File: src/hw/rtl/sfc_pkg.sv
// ----------------------------------------------------------------------------
// sfc_pkg
// Types and constants shared by the sync frame checker modules.
// ----------------------------------------------------------------------------
package sfc_pkg;

    localparam logic [7:0]  HDR_FIRST    = 8'hA5;
    localparam logic [7:0]  HDR_SECOND   = 8'h5A;
    // XOR of the two header bytes, seeds the checksum walk
    localparam logic [7:0]  XOR_SEED     = 8'hFF;
    localparam logic [31:0] WARMUP_RESET = 32'd100000;

    localparam logic KIND_BYTE  = 1'b0;
    localparam logic KIND_CLEAR = 1'b1;

    typedef enum logic [2:0] {
        HUNT_FIRST   = 3'b001,
        HUNT_SECOND  = 3'b010,
        HUNT_COLLECT = 3'b100
    } hunt_t;

    typedef enum logic [3:0] {
        ST_IDLE  = 4'b0001,
        ST_WALK  = 4'b0010,
        ST_TALLY = 4'b0100,
        ST_OUT   = 4'b1000
    } state_t;

    typedef struct packed {
        logic [7:0] id;
        logic       ok;
        logic       bad;
    } walk_res_t;

endpackage

File: src/hw/rtl/sfc_frame_walker.sv
// ----------------------------------------------------------------------------
// sfc_frame_walker
// Frame store plus a sequenced walk that folds the checksum, picks up the
// id and checks the payload pattern one stored byte per cycle.
// ----------------------------------------------------------------------------
module sfc_frame_walker #(
    parameter int FRAME_BYTES = 12
) (
    input  logic                           clk,
    input  logic                           rst_n,
    input  logic                           wr_en,
    input  logic [$clog2(FRAME_BYTES)-1:0] wr_addr,
    input  logic [7:0]                     wr_data,
    input  logic                           start,
    output sfc_pkg::walk_res_t             res,
    output logic                           done
);
    import sfc_pkg::*;

    localparam int AW = $clog2(FRAME_BYTES);
    localparam logic [AW-1:0] LAST    = AW'(FRAME_BYTES - 1);
    localparam logic [AW-1:0] POS_ID  = AW'(2);
    localparam logic [AW-1:0] POS_CHK = AW'(3);

    logic [7:0]    mem [FRAME_BYTES];
    logic [7:0]    rd_data_reg;

    logic          busy_reg;
    logic [AW-1:0] addr_reg;
    logic          rd_vld_reg;
    logic [AW-1:0] pos_reg;
    logic          done_reg;

    logic [7:0]    xor_reg;
    logic [7:0]    chk_reg;
    logic [7:0]    id_reg;
    logic [7:0]    pat_reg;
    logic          bad_reg;

    // header bytes are never stored; their XOR is the seed
    always_ff @(posedge clk)
    begin
        if (wr_en)
        begin
            mem[wr_addr] <= wr_data;
        end
        rd_data_reg <= mem[addr_reg];
    end

    always_ff @(posedge clk or negedge rst_n)
    begin
        if (!rst_n)
        begin
            busy_reg   <= 1'b0;
            addr_reg   <= '0;
            rd_vld_reg <= 1'b0;
            pos_reg    <= '0;
            done_reg   <= 1'b0;
        end
        else if (start)
        begin
            busy_reg   <= 1'b1;
            addr_reg   <= POS_ID;
            rd_vld_reg <= 1'b0;
            done_reg   <= 1'b0;
        end
        else
        begin
            rd_vld_reg <= busy_reg;
            pos_reg    <= addr_reg;
            done_reg   <= rd_vld_reg && (pos_reg == LAST);
            if (busy_reg)
            begin
                if (addr_reg == LAST)
                begin
                    busy_reg <= 1'b0;
                end
                else
                begin
                    addr_reg <= addr_reg + AW'(1);
                end
            end
        end
    end

    always_ff @(posedge clk)
    begin
        if (start)
        begin
            xor_reg <= XOR_SEED;
            bad_reg <= 1'b0;
        end
        else if (rd_vld_reg)
        begin
            if (pos_reg == POS_ID)
            begin
                id_reg  <= rd_data_reg;
                pat_reg <= rd_data_reg;
                xor_reg <= xor_reg ^ rd_data_reg;
            end
            else if (pos_reg == POS_CHK)
            begin
                chk_reg <= rd_data_reg;
            end
            else
            begin
                xor_reg <= xor_reg ^ rd_data_reg;
                pat_reg <= pat_reg + 8'd1;
                if (rd_data_reg != pat_reg)
                begin
                    bad_reg <= 1'b1;
                end
            end
        end
    end

    assign res.id  = id_reg;
    assign res.ok  = (xor_reg == chk_reg);
    assign res.bad = bad_reg;
    assign done    = done_reg;

endmodule

File: config.mk
export PLATFORM = sky130hd
export DESIGN_NAME = sfc_frame_walker
export DESIGN_NICKNAME = d
export VERILOG_FILES = /design/src/hw/rtl/sfc_pkg.sv /design/src/hw/rtl/sfc_frame_walker.sv
export SDC_FILE = /design/constraint.sdc
export NUM_CORES = 1
export LEC_CHECK = 0
export BUFFER_PORTS_ARGS = -buffer_cell sky130_fd_sc_hd__buf_2
export CORE_MARGIN = 10
export CORE_UTILIZATION = 35
export CTS_CLUSTER_DIAMETER = 80
export DETAILED_ROUTE_END_ITERATION = 10
export GPL_TIMING_DRIVEN = 0
export SETUP_SLACK_MARGIN = 0.4
export SLEW_MARGIN = 10
export SYNTH_ARGS = -nofsm -noshare
export SYNTH_HDL_FRONTEND = slang
export SYNTH_SLANG_ARGS = --single-unit
File: constraint.sdc
create_clock -name clk -period 2.15 [get_ports clk]
set_clock_uncertainty 0.2 [all_clocks]
set_input_delay 0.3225 -clock clk [delete_from_list [all_inputs] [get_ports clk]]
set_output_delay 0.3225 -clock clk [all_outputs]
set_load 0.01 [all_outputs]
# ---- Word level (Yosys, flattened, before mapping)
# Memory sizes are Yosys's and may differ from the RTL's. A register that Yosys moved wholly into a read port is not among the register bits.
# Index checks and enable logic that the tools add are counted.
dict set report word_totals {
  regBits 44
  mem_bits_rw 96
  in_bits 16
  out_inout_bits 11
  elab_cells 47
  n_memories 1
}
dict set report op_classes {
  addsub 2
  n_eq_ne 8
  n_mux 14
  bitwise_logic 4
  n_reduce_logical 8
}
# memory words word_bits rd rd_ports_with_merged_regs write_ports line
set memory_table {}
lappend memory_table {mem 12 8 1 1 1 sfc_frame_walker.sv:25} ;# logic [7:0] mem [FRAME_BYTES];
# operator n
set op_table {}
lappend op_table {{8-bit two-way mux} 4}
lappend op_table {{4-bit two-way mux} 3}
lappend op_table {{8-bit by 1-bit adder with 8-bit output, second input constant} 1}
lappend op_table {{4-bit by 2-bit equality test with 1-bit output, second input constant} 2}
lappend op_table {{4-bit equality test, second input constant} 2}
lappend op_table {{8-bit equality test} 1}
lappend op_table {{8-bit inequality test} 1}
lappend op_table {{4-bit AND reduction} 2}
lappend op_table {{8-bit XOR} 1}
lappend op_table {{1-bit two-way mux} 7}
lappend op_table {{3-bit AND reduction} 2}
lappend op_table {{4-bit by 1-bit adder with 4-bit output, second input constant} 1}
lappend op_table {{2-bit inequality test, second input constant} 2}
lappend op_table {{2-bit AND reduction} 2}
lappend op_table {{1-bit NOT} 3}
lappend op_table {{2-bit nonzero test} 1}
lappend op_table {{1-bit logical AND} 1}

# ---- Longest topological paths before layout
# Gate-level depths: netlist of run 1.
dict set report depth {
  word_depth 4
  depth_mapped 6
  ltp_nobuf 5
}

# ---- Worst setup path after synthesis of run 1
# No wires, ideal clock.
dict set report synth_timing {
  path_type {input-to-reg}
  start {input port wr_addr[3]}
  end {memory mem[0][0] (enable)}
  setup_time_ns 0.383
  t_arrival_ns 1.432
  slack_ns 0.135
  stages 2
  path_buffers 0
  path_cell_list {or3b_2 > nor3_1}
}
# item line
set synth_lines {}
lappend synth_lines {{start, declared} sfc_frame_walker.sv:12} ;# input logic [$clog2(FRAME_BYTES)-1:0] wr_addr,
lappend synth_lines {{end, declared} sfc_frame_walker.sv:25}
# No word-level cell before the write port.

==> results of run 1 <==
## synthesized netlist by cell type (7+ instances only)
cell type	number
sky130_fd_sc_hd__mux2_2	9
sky130_fd_sc_hd__nand3_1	13
sky130_fd_sc_hd__xor2_1	14
sky130_fd_sc_hd__nor2_1	16
sky130_fd_sc_hd__mux2i_1	16
sky130_fd_sc_hd__mux2_1	9
sky130_fd_sc_hd__nand2_1	22
sky130_fd_sc_hd__mux4_2	8
sky130_fd_sc_hd__dfxtp_1	17
sky130_fd_sc_hd__xnor2_1	19
sky130_fd_sc_hd__o22ai_1	7
sky130_fd_sc_hd__o21ai_0	11
sky130_fd_sc_hd__nand2b_1	13
sky130_fd_sc_hd__dfrtp_1	11
sky130_fd_sc_hd__a221o_1	7
sky130_fd_sc_hd__edfxtp_1	120
## critical path, delay by kind of cell (launching register included)
| kind | cells | cell delay [ns] |
|---|---|---|
| flops | 1 | 0.39 |
| xor+xnor | 1 | 0.17 |
| buf+inv | 1 | 0.14 |
| simple gates | 2 | 0.24 |
## power groups by stage
stage               Sequential (mW)  Combinational [mW]  Clock (mW)
global placement               3.65                1.05           0
global route                   3.63                1.54        2.89
floorplan                      3.58               0.794           0
finish                         3.60                1.42        2.70
CTS                            3.61                1.39        2.74
detailed placement             3.66                1.07           0
## final timing paths
kind                                         startpoint                 endpoint  slack, ns  cells after the start
max in group asynchronous                         rst_n   pos_reg[3]$_DFFE_PN0N_       1.42                      2
worst max-delay path               chk_reg[4]$_DFFE_PP_                   res[1]       0.27                      4
worst min-delay path                              start   pos_reg[0]$_DFFE_PN0N_       0.04                      2
worst max register to register  addr_reg[1]$_DFFE_PN0P_   rd_data_reg[6]$_DFF_P_       0.31                      7
worst min register to register     bad_reg$_SDFFE_PP0P_     bad_reg$_SDFFE_PP0P_       0.29                      2
min in group asynchronous                         rst_n  addr_reg[0]$_DFFE_PN0P_       0.11                      2
## cells by family (layout without fill, tap and decap cells)
| logic type | count (synthesis) | after routing | synth area share |
|---|---|---|---|
| XOR/XNOR | 33 | 33 | 0.0483 |
| AO/OA/AOI/OAI | 34 | 34 | 0.0400 |
| multiplexers | 43 | 43 | 0.0952 |
| AND/OR/NAND/NOR | 90 | 90 | 0.0810 |
| adder cells (fa/ha/maj) | 2 | 2 | 0.00419 |
| buffers and inverters | 19 | 101 | 0.0255 |
| flip-flops | 148 | 148 | 0.706 |
## repair_timing
| item | 4_1_cts | 5_1_grt |
|---|---|---|
| cloned | 4 | 0 |
| buffers inserted | 14 | 5 |
| pin swaps | 17 | 9 |
| hold buffers | 1 | 0 |
| hold endpoints to repair | 11 | 0 |
| gates resized for setup | 41 | 15 |
| setup endpoints to repair | 58 | 45 |
## through the flow
step	util	hold WS (ns)	cells	cell area (sq um)	worst slack, ns
6_report	0.447	0.0442	671	7440	0.268
4_1_cts	0.442	0.0168	666	7360	0.205
2_1_floorplan	-	-0.173	369	5990	0.361
3_3_place_gp	0.384	0.000119	615	6390	-0.178
3_5_place_dp	0.385	0.00496	615	6400	-0.109
5_1_grt	0.447	0.0421	671	7440	0.155
## layout make-up
class | count | area [sq um] | share of cell area
Clock inverter | 13 | 110 | 0.0148
Tap cell | 220 | 275 | 0.0370
Clock buffer | 19 | 433 | 0.0582
Multi-Input combinational cell | 202 | 1760 | 0.236
Buffer | 17 | 180 | 0.0242
Inverter | 2 | 7.51 | 0.00101
Sequential cell | 148 | 4220 | 0.568
Timing Repair Buffer | 50 | 454 | 0.0611
## per-layer routing
layer  up-vias  track usage  share of wire
met3        13       0.0375          0.046
met2        72        0.168           0.48
li1       1539            -              -
met1      1621        0.142           0.47
met5         -            0              0
met4         0       0.0404          0.011
==> results.txt, run 1 <==
----------------------------------------------------
[Pwr]
  Total power per unit cell area ... 1040 nW/um^2
  Pleak ... 2.65 nW
  Comb power frac ... 0.184
  Switching portion of total power ... 0.258
  Final Total Pwr ... 7.71 mW
  VDD IR-drop max ... 0.694 mV
  Internal portion of total power ... 5.73 mW
  Sw Pwr ... 1.99 mW
  Flop pwr share ... 0.466
  Clk network pwr share ... 0.350

[Synth]
  Leading cell types by total area after synthesis ... sky130_fd_sc_hd__edfxtp_1, sky130_fd_sc_hd__dfxtp_1, sky130_fd_sc_hd__dfrtp_1
  Dominant cell type by area after synthesis ... sky130_fd_sc_hd__edfxtp_1
  Nets in the synthesized netlist ... 387
  Post-synthesis instance area ... 5980 sq um
  Number of warning messages in the yosys log ... 0
  Gate count of the mapped netlist ... 369
  Predominant post-synthesis flop cell ... sky130_fd_sc_hd__edfxtp_1
  Register area share after synthesis ... 0.706
  Fraction of registers with async set or reset after synthesis ... 0.0743
  Area share of the largest cell type after synthesis ... 0.603
  Number of synthesized register bits ... 148
  EDFF count, synth ... 120
  Mean area per synthesized cell ... 16.2 sq um
  Unique masters post-synth ... 40

[Timing]
  Final clock period utilization by the worst path ... 0.875
  Count of final setup violators ... 0
  Achievable frequency ... 0.531 GHz
  Max transition margin ... 0.352
  Total negative slack ... 0 ns
  Least-Margin Pin Slew ... 0.968 ns
  Total count of max-transition violations in the final report ... 0
  RSZ-0062 raised after global routing ... true
  Shortest clock period the worst path allows after layout ... 1.88 ns
  Final hold vios ... 0

[Placement]
  Number of buffer cells added on primary ports ... 26
  Final HPWL DP ... 7840 microns
  Final RePlAce weighted congestion ... 0.748

[Outcome]
  Run status ... complete, no violations

[Global routing]
  Overflow left after global routing ... 0
  First-pass GRT wire length ... 18,600 microns
  GRT Total Usage ... 0.110
  Number of antenna violations at the first check in global routing ... 0
  Vias in the first global route ... 3,352
  Maximum number of pins on one net before global-route repair ... 17

[Clock tree]
  Clock buffers created by TritonCTS ... 17
  CTS tree ... yes
  Cell at the root of the clock tree ... sky130_fd_sc_hd__clkbuf_16
  TritonCTS Sinks ... 148
  Worst skew pair latency ... 0.42 ns
  Maximum clock path buffer count ... 2
  Clock-pin slew on the worst setup and hold paths ... 0.06 ns
  Maximum level of the CTS H-tree ... 4

[Job]
  Maximum capacitance violations ... 0

[Floorplanning]
  Core Area ... 16,600 sq um
  Ports placed on the boundary ... 27
  Die Height ... 151 microns
  Number of placement rows ... 47
  Initial core utilization ... 0.359
  Horizontal extent of the die ... 151 microns
  Die footprint ... 22,700 sq um

[Final layout]
  Most frequent cells in the layout ... sky130_fd_sc_hd__edfxtp_1, sky130_fd_sc_hd__buf_2, sky130_fd_sc_hd__xnor2_1
  Area growth from synthesis to final layout ... 24.4%
  Net count, final ... 456
  Max reg flops ... 96
  Layout fillers ... 1,471
  Layout cell share with drive strength beyond 1 ... 0.326
  Top reg by flops ... mem
  Antenna cells ... 0
  Most frequent standard cell in the layout excluding fill and tap cells ... sky130_fd_sc_hd__edfxtp_1

[Setup path]
  Arrival time reported for the critical path endpoint ... 1.36 ns
  Maximum cell stage delay along the critical path ... 0.39 ns
  Crit path cell chain ... xnor2_1, nand4_1, nor2_1, buf_2
  Crit. End Element ... primary output
  Nature of the critical path startpoint ... flip-flop
  Worst EP required ... 1.63 ns
  Crit Path Category ... reg2out
  Largest fanout on the critical path ... 1
  Slowest cell on the critical path ... sky130_fd_sc_hd__edfxtp_1

[Routing]
  DRT iter0 DRCs ... 179
  Final routed wire length divided by cell count ... 17.8 microns
  Routed wire length ... 11,900 microns
  Number of nets still failing antenna checks after routing ... 0
  Remaining design rule violation count ... 0
  Average via count per standard cell ... 4.84
  Total number of vias ... 3,245
  Drt first pass iters ... 4

[Hold path]
  Type of the tightest min-delay check ... in2reg

----------------------------------------------------
Power figures use the tool's default switching activity.
==> run 2, diff against run 1 <==
--- a/config.mk
+++ b/config.mk
@@ -5,6 +5,7 @@
 export SDC_FILE = /design/constraint.sdc
 export NUM_CORES = 1
 export LEC_CHECK = 0
+export ABC_AREA = 1
 export BUFFER_PORTS_ARGS = -buffer_cell sky130_fd_sc_hd__buf_2
 export CORE_MARGIN = 10
 export CORE_UTILIZATION = 35
==> results.txt, run 2 <==
----------------------------------------------------
[Routing]
  Metal1 wirelength ... 5860 microns
  Total number of vias ... 3,844
  Met2 routed wirelength ... 6290 microns
  Drt first pass iters ... 5
  Highest metal layer with signal wires ... met4
  DRT iter0 DRCs ... 252
  Remaining design rule violation count ... 0
  Average via count per standard cell ... 4.81
  Number of nets still failing antenna checks after routing ... 0
  Met3 WL post-DR ... 550 microns
  Routed wire length ... 12,900 microns
  Final routed wire length divided by cell count ... 16.1 microns

[Final layout]
  Most frequent standard cell in the layout excluding fill and tap cells ... sky130_fd_sc_hd__edfxtp_1
  Top reg by flops ... mem
  Number of standard cells in the layout, taps in and fillers out ... 799
  Area growth from synthesis to final layout ... 18.1%
  Layout fillers ... 1,593
  Max reg flops ... 96
  Core occupancy in the finished layout ... 0.423
  Most frequent cells in the layout ... sky130_fd_sc_hd__edfxtp_1, sky130_fd_sc_hd__nand2_1, sky130_fd_sc_hd__nor2_1, sky130_fd_sc_hd__o21ai_0, sky130_fd_sc_hd__buf_2
  Antenna cells ... 0
  Layout cell share with drive strength beyond 1 ... 0.159
  Net count, final ... 584

[Timing]
  Max transition margin ... 0.395
  Final clock period utilization by the worst path ... 0.846
  Least-Margin Pin Slew ... 0.903 ns
  Shortest clock period the worst path allows after layout ... 1.82 ns
  Total count of max-transition violations in the final report ... 0
  Total negative slack ... 0 ns
  Post-route worst setup slack ... 0.331 ns
  RSZ-0062 raised after global routing ... true
  Final hold vios ... 0
  Achievable frequency ... 0.550 GHz
  Count of final setup violators ... 0

[Synth]
  Mean area per synthesized cell ... 11.6 sq um
  Most frequent cells after synthesis ... sky130_fd_sc_hd__edfxtp_1, sky130_fd_sc_hd__nand2_1, sky130_fd_sc_hd__nor2_1
  Number of synthesized register bits ... 148
  Gate count of the mapped netlist ... 517
  Dominant cell by count in the synthesized netlist ... sky130_fd_sc_hd__edfxtp_1
  Predominant post-synthesis flop cell ... sky130_fd_sc_hd__edfxtp_1
  Leading cell types by total area after synthesis ... sky130_fd_sc_hd__edfxtp_1, sky130_fd_sc_hd__nand2_1, sky130_fd_sc_hd__dfxtp_1
  EDFF count, synth ... 120
  Area share of the largest cell type after synthesis ... 0.602
  Post-synthesis instance area ... 5980 sq um
  Nets in the synthesized netlist ... 535
  Unique masters post-synth ... 27
  Fraction of registers with async set or reset after synthesis ... 0.0743
  Number of warning messages in the yosys log ... 0
  Register area share after synthesis ... 0.705
  Dominant cell type by area after synthesis ... sky130_fd_sc_hd__edfxtp_1

[Clock tree]
  Worst skew pair latency ... 0.42 ns
  Clock-pin slew on the worst setup and hold paths ... 0.06 ns
  Maximum level of the CTS H-tree ... 4
  Cell at the root of the clock tree ... sky130_fd_sc_hd__clkbuf_16
  TritonCTS Sinks ... 148
  CTS tree ... yes
  Maximum clock path buffer count ... 2
  Clock buffers created by TritonCTS ... 17

[Setup path]
  Slowest cell on the critical path ... sky130_fd_sc_hd__edfxtp_1
  Arrival time reported for the critical path endpoint ... 1.30 ns
  Crit. End Element ... primary output
  Largest fanout on the critical path ... 1
  Startpoint of the most critical register-to-register path ... pos_reg[3]$_DFFE_PN0N_
  Nature of the critical path startpoint ... flip-flop
  Worst EP required ... 1.63 ns
  Crit path cell chain ... xnor2_2, nand4_1, nor2_1, buf_2
  Crit Path Category ... reg2out
  Maximum cell stage delay along the critical path ... 0.41 ns
  R2R cell count ... 6
  Critical Path Source ... chk_reg[4]$_DFFE_PP_

[Outcome]
  Run status ... complete, no violations

[Floorplanning]
  Number of placement rows ... 47
  Die Height ... 151 microns
  Core Area ... 16,700 sq um
  Ports placed on the boundary ... 27
  Horizontal extent of the die ... 151 microns
  Initial core utilization ... 0.358
  Die footprint ... 22,700 sq um

[Hold path]
  Type of the tightest min-delay check ... in2reg
  Hold path depth ... 3
  Start point of the worst hold path ... start

[Global routing]
  GRT Total Usage ... 0.118
  Vias in the first global route ... 3,934
  Number of antenna violations at the first check in global routing ... 0
  Overflow left after global routing ... 0
  Maximum number of pins on one net before global-route repair ... 17
  First-pass GRT wire length ... 20,500 microns

[Job]
  Maximum capacitance violations ... 0

[Pwr]
  Pleak ... 2.64 nW
  Total power per unit cell area ... 1020 nW/um^2
  VDD IR-drop max ... 0.575 mV
  Final Total Pwr ... 7.21 mW

[Placement]
  Final HPWL DP ... 8850 microns
  Number of buffer cells added on primary ports ... 26
  Post-Place Cells ... 763
  Final RePlAce weighted congestion ... 0.816
  Worst slack at placement ... -0.0340 ns

----------------------------------------------------
-- run 2: cell types whose count changed after synthesis, sizes merged, moves of 9 or more --
cell    previous run  this run
nor2              16        66
o21ai             18        59
mux4               9         0
inv                2        35
nand2             22        98
nand2b            13         0
mux2              18         0
nand3             13        31
a21oi              1        10
xor2              14         5
mux2i             16         0
-- run 2: layout make-up --
cell class | instances | area (sq um) | area share
buffer | 18 | 113 | 0.0159
clock buffer | 20 | 457 | 0.0646
clock inverter | 12 | 131 | 0.0186
inverter | 36 | 135 | 0.0191
multi-input combinational | 315 | 1560 | 0.221
sequential | 148 | 4220 | 0.597
tap | 220 | 275 | 0.0389
timing repair buffer | 30 | 178 | 0.0251
-- run 2: cell families after synthesis --
| group | synth area share |
|---|---|
| AND/OR/NAND/NOR | 0.154 |
| flip-flops | 0.705 |
| AO/OA/AOI/OAI | 0.0723 |
| buffers and inverters | 0.0397 |
| XOR/XNOR | 0.0249 |
| adder cells (fa/ha/maj) | 0.00418 |
-- run 2: through the flow --
step	area (sq um)	hold slack [ns]
6_report	7070	0.0304
3_3_place_gp	6390	-0.00115
5_1_grt	7070	0.0488
4_1_cts	7030	0.00488
2_1_floorplan	5980	-0.173
3_5_place_dp	6390	0.00824
-- run 2: where the power goes --
part           internal (mW)  total, mW  leakage (nW)  switching (mW)
clock network           1.77       2.90         0.278            1.13
registers               3.31       3.47          1.36           0.160
logic                  0.309      0.835          1.00           0.526
total                   5.39       7.21          2.64            1.82
-- run 2: routing by layer --
metal	up-vias	global-route usage
li1	1888	-
met1	1858	0.145
met2	83	0.191
met3	15	0.0303
met4	0	0.0539
met5	-	0
-- run 2: timing repair --
action	CTS	global route
setup endpoints to repair	19	25
pin swaps	1	2
gates resized for setup	4	13
hold buffers	2	0
endpoints found under the hold margin	12	0
setup buffers	1	1
cloned	0	0
-- run 2: worst paths after layout --
kind | endpoint | slack, ns
hold / removal | addr_reg[1]$_DFFE_PN0P_ | 0.03
min in group asynchronous | done$_DFF_PN0_ | 0.10
setup / recovery | res[1] | 0.33
hold reg to reg | bad_reg$_SDFFE_PP0P_ | 0.26
setup reg to reg | id_reg[3]$_DFFE_PP_ | 0.51
max in group asynchronous | addr_reg[0]$_DFFE_PN0P_ | 1.43
-- run 2: critical path, delay by kind of cell (launching register included) --
family,cells,cell delay (ns)
buffers and inverters,1,0.13
AND/OR/NAND/NOR,2,0.21
XOR/XNOR,1,0.13
flip-flops,1,0.41
==> run 3, diff against run 2 <==
==> constraint.sdc (replaced) <==
create_clock -name clk -period 1.5 [get_ports clk]
set_clock_uncertainty 0.2 [all_clocks]
set_input_delay 0.225 -clock clk [delete_from_list [all_inputs] [get_ports clk]]
set_output_delay 0.225 -clock clk [all_outputs]
set_load 0.01 [all_outputs]
==> results.txt, run 3 (synthesis gave the netlist of run 2 again) <==
----------------------------------------------------
[Outcome]
  Run status ... complete, but fails checks
  Violated checks ... hold timing, setup timing

[Hold path]
  Start point of the worst hold path ... start
  Type of the tightest min-delay check ... in2reg

[Placement]
  Final RePlAce weighted congestion ... 0.828
  DP Area ... 6680 sq um
  Final HPWL DP ... 9080 microns
  Number of buffer cells added on primary ports ... 26
  Post-Place Cells ... 763

[Clock tree]
  Cell at the root of the clock tree ... sky130_fd_sc_hd__clkbuf_16
  Clock-pin slew on the worst setup and hold paths ... 0.06 ns
  Clock buffers created by TritonCTS ... 17
  Maximum clock path buffer count ... 2
  Worst skew pair latency ... 0.43 ns
  Hold-fix buffers, CTS ... 10
  CTS tree ... yes
  TritonCTS Sinks ... 148
  Maximum level of the CTS H-tree ... 4

[Floorplanning]
  Die Height ... 151 microns
  Ports placed on the boundary ... 27
  Number of placement rows ... 47
  Core Area ... 16,700 sq um
  Initial core utilization ... 0.358
  Die footprint ... 22,700 sq um
  Horizontal extent of the die ... 151 microns

[Timing]
  Count of final setup violators ... 35
  Hold slack ... -0.0202 ns
  Max transition margin ... 0.663
  Final clock period utilization by the worst path ... 1.21
  Post-route worst setup slack ... -0.310 ns
  Least-Margin Pin Slew ... 0.506 ns
  Achievable frequency ... 0.552 GHz
  Total count of max-transition violations in the final report ... 0
  RSZ-0062 raised after global routing ... true
  Final hold vios ... 2
  Shortest clock period the worst path allows after layout ... 1.81 ns

[Global routing]
  First-pass GRT wire length ... 22,400 microns
  Maximum number of pins on one net before global-route repair ... 17
  Vias in the first global route ... 4,208
  GRT Total Usage ... 0.129
  Overflow left after global routing ... 0
  Number of antenna violations at the first check in global routing ... 0

[Routing]
  Number of nets still failing antenna checks after routing ... 0
  Average via count per standard cell ... 4.84
  Final routed wire length divided by cell count ... 16.9 microns
  DRT iter0 DRCs ... 191
  Drt first pass iters ... 5
  Total number of vias ... 4,087
  Remaining design rule violation count ... 0
  Routed wire length ... 14,300 microns

[Setup path]
  Arrival time reported for the critical path endpoint ... 1.39 ns
  Critical Path Source ... chk_reg[7]$_DFFE_PP_
  Startpoint of the most critical register-to-register path ... addr_reg[0]$_DFFE_PN0P_
  Crit path buffers/inverters ... 1
  Crit path cell chain ... xnor2_1, nand4_1, nor2_2, buf_2
  Maximum cell stage delay along the critical path ... 0.39 ns
  Worst EP required ... 1.07 ns
  Crit Path Category ... reg2out
  Kind of cell adding the most delay to the critical path ... flip-flops
  Largest fanout on the critical path ... 1
  Nature of the critical path startpoint ... flip-flop
  Crit. End Element ... primary output
  Slowest cell on the critical path ... sky130_fd_sc_hd__edfxtp_1

[Final layout]
  Antenna cells ... 0
  Number of standard cells in the layout, taps in and fillers out ... 845
  Top reg by flops ... mem
  Area of all placed cells without fillers ... 8290 sq um
  Net count, final ... 630
  Area growth from synthesis to final layout ... 38.5%
  Max reg flops ... 96
  Layout cell share with drive strength beyond 1 ... 0.365
  Most frequent cells in the layout ... sky130_fd_sc_hd__edfxtp_1, sky130_fd_sc_hd__nand2_1, sky130_fd_sc_hd__nor2_1, sky130_fd_sc_hd__o21ai_1, sky130_fd_sc_hd__buf_2
  Most frequent standard cell in the layout excluding fill and tap cells ... sky130_fd_sc_hd__edfxtp_1
  Layout fillers ... 1,475

[Pwr]
  Pleak ... 3.07 nW
  VDD IR-drop max ... 0.756 mV
  Total power per unit cell area ... 1360 nW/um^2

[Job]
  Maximum capacitance violations ... 0

----------------------------------------------------
## run 3: cell count changes in the layout (fill, tap and decap cells not counted), moves of 10 or more
| cell | before | now |
|---|---|---|
| sky130_fd_sc_hd__o21ai_0 | 50 | 12 |
| sky130_fd_sc_hd__nand2_1 | 97 | 71 |
| sky130_fd_sc_hd__nand2_2 | 1 | 12 |
| sky130_fd_sc_hd__nand2_4 | 0 | 14 |
| sky130_fd_sc_hd__nand3_1 | 29 | 17 |
| sky130_fd_sc_hd__nor2_1 | 61 | 37 |
| sky130_fd_sc_hd__o21ai_2 | 0 | 16 |
| sky130_fd_sc_hd__o21ai_1 | 9 | 31 |
| sky130_fd_sc_hd__buf_4 | 6 | 16 |
| sky130_fd_sc_hd__buf_6 | 1 | 24 |
| sky130_fd_sc_hd__nor2_4 | 2 | 22 |
## run 3: layer usage
| metal | part of all wire | vias up | global-route usage |
|---|---|---|---|
| li1 | - | 1982 | - |
| met1 | 0.42 | 2004 | 0.158 |
| met2 | 0.51 | 89 | 0.210 |
| met3 | 0.051 | 12 | 0.0336 |
| met4 | 0.014 | 0 | 0.0577 |
| met5 | 0 | - | 0 |
## run 3: path summary, 6_finish.rpt
path                                                end  slack, ns  cells past startpoint
worst max-delay path                             res[1]      -0.31                      4
max in group asynchronous       addr_reg[0]$_DFFE_PN0P_       0.86                      2
worst max register to register   rd_data_reg[7]$_DFF_P_      -0.13                      8
worst min-delay path            addr_reg[0]$_DFFE_PN0P_      -0.02                      4
worst min register to register     bad_reg$_SDFFE_PP0P_       0.26                      2
min in group asynchronous                done$_DFF_PN0_       0.01                      2
## run 3: report_power, final
part           internal [mW]  switching, mW
sequential              4.75          0.282
clock                   2.64           1.72
combinational          0.887           1.04
total                   8.27           3.04
## run 3: final cells by class
type | instances | area [sq um] | share of cell area
Clock buffer | 18 | 429 | 0.0518
Tap cell | 220 | 275 | 0.0332
Multi-Input combinational cell | 315 | 2060 | 0.249
Timing Repair Buffer | 76 | 727 | 0.0877
Sequential cell | 148 | 4230 | 0.510
Clock inverter | 14 | 174 | 0.0210
Buffer | 18 | 211 | 0.0255
Inverter | 36 | 181 | 0.0219
## run 3: timing repair
| action | 4_1_cts | 5_1_grt |
|---|---|---|
| gates resized for setup | 109 | 55 |
| hold endpoints to repair | 111 | 1 |
| cloned | 4 | 0 |
| pin swaps | 44 | 17 |
| buffers inserted | 29 | 7 |
| endpoints found under the setup margin | 69 | 69 |
## run 3: worst register-to-register path: cells and delay by family (launching register included)
family,cells,cell delay (ns)
flops,1,0.55
simple gates,5,0.40
buf+inv,3,0.36
## run 3: stage by stage
step / setup WS (ns) / power, mW / hold WS, ns / TNS, ns / util
6_report: -0.310 / 11.3 / -0.0202 / -2.71 / 0.496
5_1_grt: -0.398 / 11.8 / -0.0122 / -5.66 / 0.496
4_1_cts: -0.368 / 11.2 / -0.0329 / -2.56 / 0.482
3_5_place_dp: -0.308 / 6.36 / -0.0934 / -6.99 / 0.400
3_3_place_gp: -0.278 / 6.32 / -0.0963 / -5.62 / 0.400
2_1_floorplan: 0.0462 / 5.91 / -0.271 / 0 / -
